===== src/sv/fsrf_pkg.sv =====
// Types and constants shared by the free slot run finder and its checker.
// No dependencies.
package fsrf_pkg;

    localparam int TimeW = 40;
    localparam int SlotSecW = 17;
    localparam int RoleMaskW = 4;
    localparam int CfgIdxW = 2;
    localparam logic [SlotSecW-1:0] DefaultSlotSeconds = SlotSecW'(15 * 60);

    typedef enum logic [1:0] {
        ACT_CLEAR = 2'd0,
        ACT_MARK  = 2'd1,
        ACT_SCAN  = 2'd2,
        ACT_NONE  = 2'd3
    } action_t;

    typedef enum logic [CfgIdxW-1:0] {
        REG_FRAME_BEGIN  = 2'd0,
        REG_FRAME_END    = 2'd1,
        REG_SLOT_SECONDS = 2'd2,
        REG_ROLE_MASK    = 2'd3
    } cfg_index_t;

    typedef enum logic [3:0] {
        ST_IDLE,
        ST_CNT_DIV,
        ST_CLEAR,
        ST_MK_DIV1,
        ST_MK_DIV2,
        ST_MK_SETUP,
        ST_MK_WALK,
        ST_SC_READ,
        ST_SC_SKIP,
        ST_SC_RUN,
        ST_MUL1,
        ST_MUL2,
        ST_OUT
    } state_t;

endpackage


===== src/sv/fsrf_divider.sv =====
// Restoring divider, one quotient bit per cycle, for slot index arithmetic.
// Depends on no package.
module fsrf_divider #(
    parameter int NumW = 41,
    parameter int DenW = 17
) (
    input  logic            aclk,
    input  logic            aresetn,
    input  logic            start,
    input  logic [NumW-1:0] num,
    input  logic [DenW-1:0] den,
    output logic            done,
    output logic [NumW-1:0] quot
);
    localparam int CntW = $clog2(NumW + 1);

    logic [NumW-1:0] q_reg, q_next;
    logic [DenW:0]   r_reg, r_next;
    logic [DenW-1:0] d_reg, d_next;
    logic [CntW-1:0] cnt_reg, cnt_next;
    logic            busy_reg, busy_next;
    logic            done_reg, done_next;
    logic [DenW+1:0] trial;

    // Shift one numerator bit into the remainder and subtract when it fits.
    always_comb begin
        q_next = q_reg;
        r_next = r_reg;
        d_next = d_reg;
        cnt_next = cnt_reg;
        busy_next = busy_reg;
        done_next = 1'b0;
        trial = '0;
        if (start) begin
            q_next = num;
            r_next = '0;
            d_next = den;
            cnt_next = CntW'(NumW);
            busy_next = 1'b1;
        end else if (busy_reg) begin
            trial = {r_reg, q_reg[NumW-1]};
            if (trial >= {2'b00, d_reg}) begin
                r_next = (DenW+1)'(trial - {2'b00, d_reg});
                q_next = {q_reg[NumW-2:0], 1'b1};
            end else begin
                r_next = trial[DenW:0];
                q_next = {q_reg[NumW-2:0], 1'b0};
            end
            cnt_next = cnt_reg - 1'b1;
            if (cnt_reg == CntW'(1)) begin
                busy_next = 1'b0;
                done_next = 1'b1;
            end
        end
    end

    always_ff @(posedge aclk) begin
        if (!aresetn) begin
            busy_reg <= 1'b0;
            done_reg <= 1'b0;
            cnt_reg <= '0;
        end else begin
            busy_reg <= busy_next;
            done_reg <= done_next;
            cnt_reg <= cnt_next;
        end
        q_reg <= q_next;
        r_reg <= r_next;
        d_reg <= d_next;
    end

    assign done = done_reg;
    assign quot = q_reg;
endmodule


===== src/sv/free_slot_run_finder.sv =====
// Free slot run finder: busy periods are rasterised into a one-bit slot map
// held in a synchronous RAM, and scans return the next run of free slots.
// Operation: a clear writes every map slot; a mark runs three divisions (slot count,
// first slot, span) and then writes each marked slot; a scan runs one division,
// walks the slots and then multiplies out the run bounds. One word at a time.
// Reset (aresetn, synchronous, active low) starts a clearing pass through the
// map RAM during which s_tready stays low.
module free_slot_run_finder #(
    parameter int MAX_SLOTS = 1024
) (
    input  logic        aclk,
    input  logic        aresetn,
    input  logic        s_tvalid,
    output logic        s_tready,
    // action[1:0], attendee_role[3:2], period_start[43:4], period_end[83:44]
    input  logic [87:0] s_tdata,
    output logic        m_tvalid,
    input  logic        m_tready,
    // found[0], free_start[40:1], free_end[80:41]
    output logic [87:0] m_tdata,
    input  logic        cfg_valid,
    output logic        cfg_ready,
    input  logic [fsrf_pkg::CfgIdxW-1:0] cfg_index,
    input  logic [63:0] cfg_data
);
    import fsrf_pkg::*;

    localparam int AddrW = $clog2(MAX_SLOTS);
    localparam int CntW = AddrW + 1;
    localparam int QW = TimeW + 1;

    // Configuration registers.
    logic [TimeW-1:0]     frame_begin_reg, frame_end_reg;
    logic [SlotSecW-1:0]  slot_seconds_reg;
    logic [RoleMaskW-1:0] role_mask_reg;

    always_ff @(posedge aclk) begin
        if (!aresetn) begin
            frame_begin_reg <= '0;
            frame_end_reg <= TimeW'(604800);
            slot_seconds_reg <= SlotSecW'(900);
            role_mask_reg <= RoleMaskW'(15);
        end else if (cfg_valid) begin
            unique case (cfg_index_t'(cfg_index))
                REG_FRAME_BEGIN:  frame_begin_reg <= cfg_data[TimeW-1:0];
                REG_FRAME_END:    frame_end_reg <= cfg_data[TimeW-1:0];
                REG_SLOT_SECONDS: slot_seconds_reg <= cfg_data[SlotSecW-1:0];
                REG_ROLE_MASK:    role_mask_reg <= cfg_data[RoleMaskW-1:0];
                default: ;
            endcase
        end
    end
    assign cfg_ready = 1'b1;

    logic [SlotSecW-1:0] eff_slot;
    assign eff_slot = (slot_seconds_reg == '0) ? DefaultSlotSeconds : slot_seconds_reg;

    // Busy map RAM: one write port, one registered read port.
    logic          map_mem [MAX_SLOTS];
    logic          map_we;
    logic [AddrW-1:0] map_waddr, map_raddr;
    logic          map_wdata, map_rdata;

    always_ff @(posedge aclk) begin
        if (map_we) map_mem[map_waddr] <= map_wdata;
        map_rdata <= map_mem[map_raddr];
    end

    // Shared divider.
    logic          div_start, div_done;
    logic [QW-1:0] div_num, div_quot;

    fsrf_divider #(.NumW(QW), .DenW(SlotSecW)) u_div (
        .aclk    (aclk),
        .aresetn (aresetn),
        .start   (div_start),
        .num     (div_num),
        .den     (eff_slot),
        .done    (div_done),
        .quot    (div_quot)
    );

    // Control and item registers.
    state_t           state_reg, state_next;
    logic [CntW-1:0]  cursor_reg, cursor_next;
    logic [CntW-1:0]  ptr_reg, ptr_next;
    logic [CntW-1:0]  last_reg, last_next;
    logic [CntW-1:0]  nslots_reg, nslots_next;
    logic [CntW-1:0]  first_reg, first_next;
    logic [QW-1:0]    q1_reg, q1_next;
    logic [1:0]       act_reg, act_next;
    logic [1:0]       role_reg, role_next;
    logic [TimeW-1:0] ps_reg, ps_next, pe_reg, pe_next;
    logic             found_reg, found_next;
    logic [TimeW-1:0] fs_reg, fs_next, fe_reg, fe_next;
    logic             mvalid_reg, mvalid_next;
    logic [CntW+SlotSecW-1:0] prod_reg, prod_next;

    logic [1:0]       in_action, in_role;
    logic [TimeW-1:0] in_ps, in_pe;
    assign in_action = s_tdata[1:0];
    assign in_role   = s_tdata[3:2];
    assign in_ps     = s_tdata[43:4];
    assign in_pe     = s_tdata[83:44];

    logic s_fire;
    assign s_tready = (state_reg == ST_IDLE) && !mvalid_reg;
    assign s_fire = s_tvalid && s_tready;

    logic [QW-1:0] clamp_q;
    assign clamp_q = (div_quot > QW'(MAX_SLOTS)) ? QW'(MAX_SLOTS) : div_quot;

    logic [QW:0] last_sum;
    assign last_sum = {1'b0, q1_reg} + {1'b0, div_quot};

    // Last slot when the period starts before the frame: the negative first
    // slot is truncated toward zero, so its magnitude comes off the span.
    logic [QW-1:0] span_q;
    assign span_q = div_quot - q1_reg;

    // Sequencer: next state, map accesses and result capture.
    always_comb begin
        state_next = state_reg;
        cursor_next = cursor_reg;
        ptr_next = ptr_reg;
        last_next = last_reg;
        nslots_next = nslots_reg;
        first_next = first_reg;
        q1_next = q1_reg;
        act_next = act_reg;
        role_next = role_reg;
        ps_next = ps_reg;
        pe_next = pe_reg;
        found_next = found_reg;
        fs_next = fs_reg;
        fe_next = fe_reg;
        prod_next = prod_reg;
        mvalid_next = mvalid_reg;
        map_we = 1'b0;
        map_waddr = ptr_reg[AddrW-1:0];
        map_wdata = 1'b0;
        map_raddr = ptr_reg[AddrW-1:0];
        div_start = 1'b0;
        div_num = {1'b0, frame_end_reg - frame_begin_reg};
        if (mvalid_reg && m_tready) mvalid_next = 1'b0;
        unique case (state_reg)
            ST_IDLE: begin
                if (s_fire) begin
                    act_next = in_action;
                    role_next = in_role;
                    ps_next = in_ps;
                    pe_next = in_pe;
                    found_next = 1'b0;
                    fs_next = '0;
                    fe_next = '0;
                    priority case (action_t'(in_action))
                        ACT_CLEAR: begin
                            ptr_next = '0;
                            cursor_next = '0;
                            state_next = ST_CLEAR;
                        end
                        ACT_MARK, ACT_SCAN: begin
                            div_start = 1'b1;
                            state_next = ST_CNT_DIV;
                        end
                        default: state_next = ST_OUT;
                    endcase
                end
            end
            ST_CLEAR: begin
                map_we = 1'b1;
                ptr_next = ptr_reg + 1'b1;
                if (ptr_reg == CntW'(MAX_SLOTS - 1)) begin
                    state_next = (act_reg == ACT_CLEAR) ? ST_OUT : ST_IDLE;
                end
            end
            ST_CNT_DIV: begin
                if (div_done) begin
                    nslots_next = (frame_end_reg <= frame_begin_reg) ? '0
                                  : clamp_q[CntW-1:0];
                    if (act_reg == ACT_SCAN) begin
                        ptr_next = cursor_reg;
                        state_next = ST_SC_READ;
                    end else if (!role_mask_reg[role_reg] ||
                                 frame_end_reg <= frame_begin_reg ||
                                 clamp_q == '0 || pe_reg < ps_reg ||
                                 pe_reg < frame_begin_reg ||
                                 ps_reg > frame_end_reg) begin
                        state_next = ST_OUT;
                    end else begin
                        div_start = 1'b1;
                        div_num = (ps_reg >= frame_begin_reg)
                                  ? {1'b0, ps_reg - frame_begin_reg}
                                  : {1'b0, frame_begin_reg - ps_reg};
                        state_next = ST_MK_DIV1;
                    end
                end
            end
            ST_MK_DIV1: begin
                if (div_done) begin
                    q1_next = div_quot;
                    div_start = 1'b1;
                    div_num = {1'b0, pe_reg - ps_reg};
                    state_next = ST_MK_DIV2;
                end
            end
            ST_MK_DIV2: begin
                if (div_done) begin
                    // Clamp first and last into the frame.
                    if (ps_reg < frame_begin_reg) begin
                        ptr_next = '0;
                        last_next = (span_q >= QW'(nslots_reg))
                                    ? nslots_reg - 1'b1 : span_q[CntW-1:0];
                        state_next = ST_MK_WALK;
                    end else if (q1_reg >= QW'(nslots_reg)) begin
                        state_next = ST_OUT;
                    end else begin
                        ptr_next = q1_reg[CntW-1:0];
                        last_next = (last_sum >= (QW+1)'(nslots_reg))
                                    ? nslots_reg - 1'b1 : last_sum[CntW-1:0];
                        state_next = ST_MK_WALK;
                    end
                end
            end
            ST_MK_WALK: begin
                map_we = 1'b1;
                map_wdata = 1'b1;
                ptr_next = ptr_reg + 1'b1;
                if (ptr_reg == last_reg) state_next = ST_OUT;
            end
            ST_SC_READ: begin
                // Issue a read at the cursor; data returns next cycle.
                if (ptr_reg >= nslots_reg) begin
                    if (cursor_reg < nslots_reg) cursor_next = nslots_reg;
                    state_next = ST_OUT;
                end else begin
                    ptr_next = ptr_reg + 1'b1;
                    state_next = ST_SC_SKIP;
                end
            end
            ST_SC_SKIP: begin
                // map_rdata belongs to slot ptr_reg-1.
                map_raddr = ptr_reg[AddrW-1:0];
                if (!map_rdata) begin
                    first_next = ptr_reg - 1'b1;
                    if (ptr_reg >= nslots_reg) begin
                        cursor_next = ptr_reg;
                        state_next = ST_MUL1;
                    end else begin
                        ptr_next = ptr_reg + 1'b1;
                        state_next = ST_SC_RUN;
                    end
                end else if (ptr_reg >= nslots_reg) begin
                    cursor_next = nslots_reg;
                    state_next = ST_OUT;
                end else begin
                    ptr_next = ptr_reg + 1'b1;
                end
            end
            ST_SC_RUN: begin
                map_raddr = ptr_reg[AddrW-1:0];
                if (map_rdata) begin
                    cursor_next = ptr_reg - 1'b1;
                    state_next = ST_MUL1;
                end else if (ptr_reg >= nslots_reg) begin
                    cursor_next = ptr_reg;
                    state_next = ST_MUL1;
                end else begin
                    ptr_next = ptr_reg + 1'b1;
                end
            end
            ST_MUL1: begin
                prod_next = first_reg * eff_slot;
                state_next = ST_MUL2;
            end
            ST_MUL2: begin
                fs_next = frame_begin_reg + TimeW'(prod_reg);
                prod_next = cursor_reg * eff_slot;
                found_next = 1'b1;
                state_next = ST_OUT;
            end
            ST_OUT: begin
                if (found_reg && act_reg == ACT_SCAN && fe_reg == '0 && !mvalid_reg
                    && state_reg == ST_OUT) begin
                    fe_next = frame_begin_reg + TimeW'(prod_reg);
                end
                mvalid_next = 1'b1;
                state_next = ST_IDLE;
            end
            default: state_next = ST_IDLE;
        endcase
    end

    always_ff @(posedge aclk) begin
        if (!aresetn) begin
            state_reg <= ST_CLEAR;
            act_reg <= ACT_NONE;
            ptr_reg <= '0;
            cursor_reg <= '0;
            mvalid_reg <= 1'b0;
        end else begin
            state_reg <= state_next;
            act_reg <= act_next;
            ptr_reg <= ptr_next;
            cursor_reg <= cursor_next;
            mvalid_reg <= mvalid_next;
        end
        last_reg <= last_next;
        nslots_reg <= nslots_next;
        first_reg <= first_next;
        q1_reg <= q1_next;
        role_reg <= role_next;
        ps_reg <= ps_next;
        pe_reg <= pe_next;
        found_reg <= found_next;
        fs_reg <= fs_next;
        fe_reg <= fe_next;
        prod_reg <= prod_next;
    end

    assign m_tvalid = mvalid_reg;
    assign m_tdata = {7'd0, fe_reg, fs_reg, found_reg};
endmodule


===== config.mk =====
export PLATFORM = sky130hd
export DESIGN_NAME = free_slot_run_finder
export DESIGN_NICKNAME = d
export VERILOG_FILES = /design/src/sv/fsrf_pkg.sv /design/src/sv/fsrf_divider.sv /design/src/sv/free_slot_run_finder.sv
export SDC_FILE = /design/constraint.sdc
export NUM_CORES = 2
export LEC_CHECK = 0
export BUFFER_PORTS_ARGS = -buffer_cell sky130_fd_sc_hd__buf_4
export CORE_MARGIN = 8
export CORE_UTILIZATION = 29
export CTS_CLUSTER_SIZE = 16
export DETAILED_ROUTE_END_ITERATION = 7
export PLACE_DENSITY_LB_ADDON = 0.05
export SLEW_MARGIN = 0
export SYNTH_ARGS = -nofsm -noshare
export SYNTH_HDL_FRONTEND = slang
export SYNTH_HIERARCHICAL = 1
export SYNTH_SLANG_ARGS = --single-unit

===== constraint.sdc =====
create_clock -name aclk -period 44.8 [get_ports aclk]
set_input_delay 6.72 -clock aclk [delete_from_list [all_inputs] [get_ports aclk]]
set_output_delay 6.72 -clock aclk [all_outputs]
set_load 0.05 [all_outputs]

==> flow_summary.ini <==
[logic_synthesis]
synth.area.top_cells = edfxtp_1 43%, ha_1 7.4%, mux4_2 6.1%
syn_avg_cell_area_um2 = 10.6
yosysUniqueCellTypes = 105
synth_ff_type = edfxtp_1
netlist_area_um2 = 94600
synth_seq_cells = 1504
synth-edff-count = 1347
synth_top_cell_by_area = edfxtp_1
postSynthCellCount = 8905
synth.yosys.seq_area_share_pct = 46.1
yosys.area.top_type_share_pct = 42.8
ys_warn_count = 6
synthArstFlopShare_pct = 0

[clocking]
cts.clk_slew.worst_paths_ns = 0.05
cts_made_buffers = 186
clk_path_buf_depth = 4
post_cts_resize_count = 0
cts_sinks = 1504
cts-hold-fix-buffers = 0
clk_latency_ns = 0.89
post_cts_buffers = 0
cts_root_buf = clkbuf_16
htreeDepth = 4
cts_tree = done

[drt]
finalWirelength_um = 368000
ant_nets = 0
viasPerCell = 5.20
wl_per_cell_um = 27.5
drc = 0
firstDrtPassIters = 7
drtIter0Drc = 5317
dr_total_vias = 69491

[setup_path]
crit_path_max_fanout = 41
reg2reg_slack_ns = 35.86
crit_type = in2reg
worstPathRequired_ns = 45.29
cp-start-kind = primary input
arrival_ns = 9.83
crit_path_end_kind = flip-flop

[cells_and_area]
multi_input_area_um2 = 46600
drive_above_1_share_pct = 11.7
fillers = 33105
layout_common_cells = 1,444 x nor2_1, 1,347 x edfxtp_1, 693 x nand2_1
largest_reg_flops = 1024
area_growth_pct = 12.7
layout_commonest_cell = nor2_1
instances_no_fill = 13355
ff_latch_area_um2 = 43600
final_nets = 9866

[grt]
grt_max_degree = 271
grt_pass1_vias = 70620
grt-ovfl-total = 0
grt.total_usage_pct = 20.6
antenna_found_initial = 6
grt_pass1_wl_um = 525000

[timing]
slew_viol_final = 0
tns_ns = 0
finalSetupViolCount = 0
timing.hold.ws_ns = 0.477
finalWorstSetupSlack_ns = 35.46
tightest_slew_ns = 1.41
relSlewSlack_pct = 6.02
worst_clock_skew_ns = 0.0653
post-route-period-util_pct = 20.9
finalHoldViolCount = 0
fin_crit_ns = 9.34
rsz0062_at_grt = false
fmax_mhz = 107

[floorplanning]
start_util_pct = 29.2
fp.dieH_um = 587
core_um2 = 325000
io_pins = 250
fp-row-count = 209
die_w_um = 587
die_area_um2 = 345000

[power_and_ir_drop]
vdd_ir_drop_max_mv = 0.0468
p_total_mw = 4.60
power_leakage_nw = 38.8
powerDensity_nw_per_um2 = 43.1

[placed_design]
dp.cells = 13007
globalplace.congestion = 0.894
dpl.hpwl_um = 250000
numPortBuffers = 213
dpl_worst_slack_ns = 34.52

[status]
run_status = finished clean

[flow_run]
max_cap_violations = 0

[min_path]
hold_class = reg2reg
power by group:
group	internal, mW	switching [mW]	total (mW)
clock	0.881	0.623	1.50
sequential	1.67	0.0621	1.73
combinational	0.472	0.893	1.36
total	3.02	1.58	4.60
worst max-delay path: stages:
cell and delay (ns):
buf_4 0.11, nand2_1 0.49, inv_4 0.39, a21oi_1 0.44
nand2_4 0.38, nor2_1 0.69, inv_2 0.09, buf_4 0.30
path summary, 6_finish.rpt:
check,startpoint,end,depth (start not counted)
worst max-delay path,s_tvalid,u_div/quot[5]$_DFFE_PP_,8
worst min-delay path,role_mask_reg[3]$_SDFFE_PN1P_,role_mask_reg[3]$_SDFFE_PN1P_,2
worst max register to register,slot_seconds_reg[0]$_SDFFE_PN0P_,prod_reg[26]$_DFFE_PP_,27
worst min register to register,role_mask_reg[3]$_SDFFE_PN1P_,role_mask_reg[3]$_SDFFE_PN1P_,2
cells by family (layout without fill, tap and decap cells):
group | count (synthesis) | in the layout | synth area share, %
buffers and inverters | 1218 | 1327 | 4.94
multiplexers | 364 | 364 | 7.33
adder cells (fa/ha/maj) | 837 | 837 | 13.3
other | 2 | 18 | 0.00794
flip-flops | 1504 | 1504 | 46.1
AND/OR/NAND/NOR | 3012 | 3012 | 14.1
XOR/XNOR | 278 | 278 | 2.57
AO/OA/AOI/OAI | 1690 | 1690 | 11.7
final cells by class:
class	instances	area share [%]
Multi-Input combinational cell	6190	43.7
Sequential cell	1504	40.9
Tap cell	4325	5.07
Clock buffer	240	4.72
Timing Repair Buffer	360	2.60
Inverter	628	2.21
Clock inverter	99	0.834
Antenna cell	9	0.0211
synth_stat cells, types with 42 or more instances:
| master | instances |
|---|---|
| a221oi_1 | 44 |
| o21a_1 | 61 |
| nor4_1 | 68 |
| mux2_2 | 50 |
| nor3_1 | 94 |
| a211oi_1 | 70 |
| xor2_1 | 102 |
| o211ai_1 | 55 |
| and2_1 | 212 |
| o21ai_0 | 259 |
| mux2i_1 | 56 |
| inv_1 | 619 |
| o31ai_1 | 46 |
| clkbuf_1 | 487 |
| xnor2_1 | 176 |
| nand2_1 | 728 |
| a21o_1 | 184 |
| o21bai_1 | 45 |
| ha_1 | 561 |
| a22oi_1 | 120 |
| fa_1 | 276 |
| a21oi_1 | 523 |
| nand3_1 | 90 |
| edfxtp_1 | 1347 |
| mux4_2 | 258 |
| nor2_1 | 1448 |
| nor2b_1 | 58 |
| nand2b_1 | 64 |
| a31oi_1 | 42 |
| nand4_1 | 104 |
| dfxtp_1 | 157 |
| buf_1 | 60 |
per-stage QoR:
stage                     instance area, µm²  utilization (%)
after global routing                  107000             32.9
after detailed placement              101000             31.0
after CTS                             107000             32.9
after floorplan                        94600                -
final                                 107000             32.9
after global placement                101000             31.0
routing by layer:
layer / up-vias / GRT usage (%) / share of wire, %
met4: 0 / 5.60 / 2.9
li1: 31668 / - / -
met3: 417 / 1.98 / 3.6
met2: 1605 / 37.4 / 51
met1: 35801 / 26.0 / 42
met5: - / 0 / 0
Power figures use the tool's default switching activity.
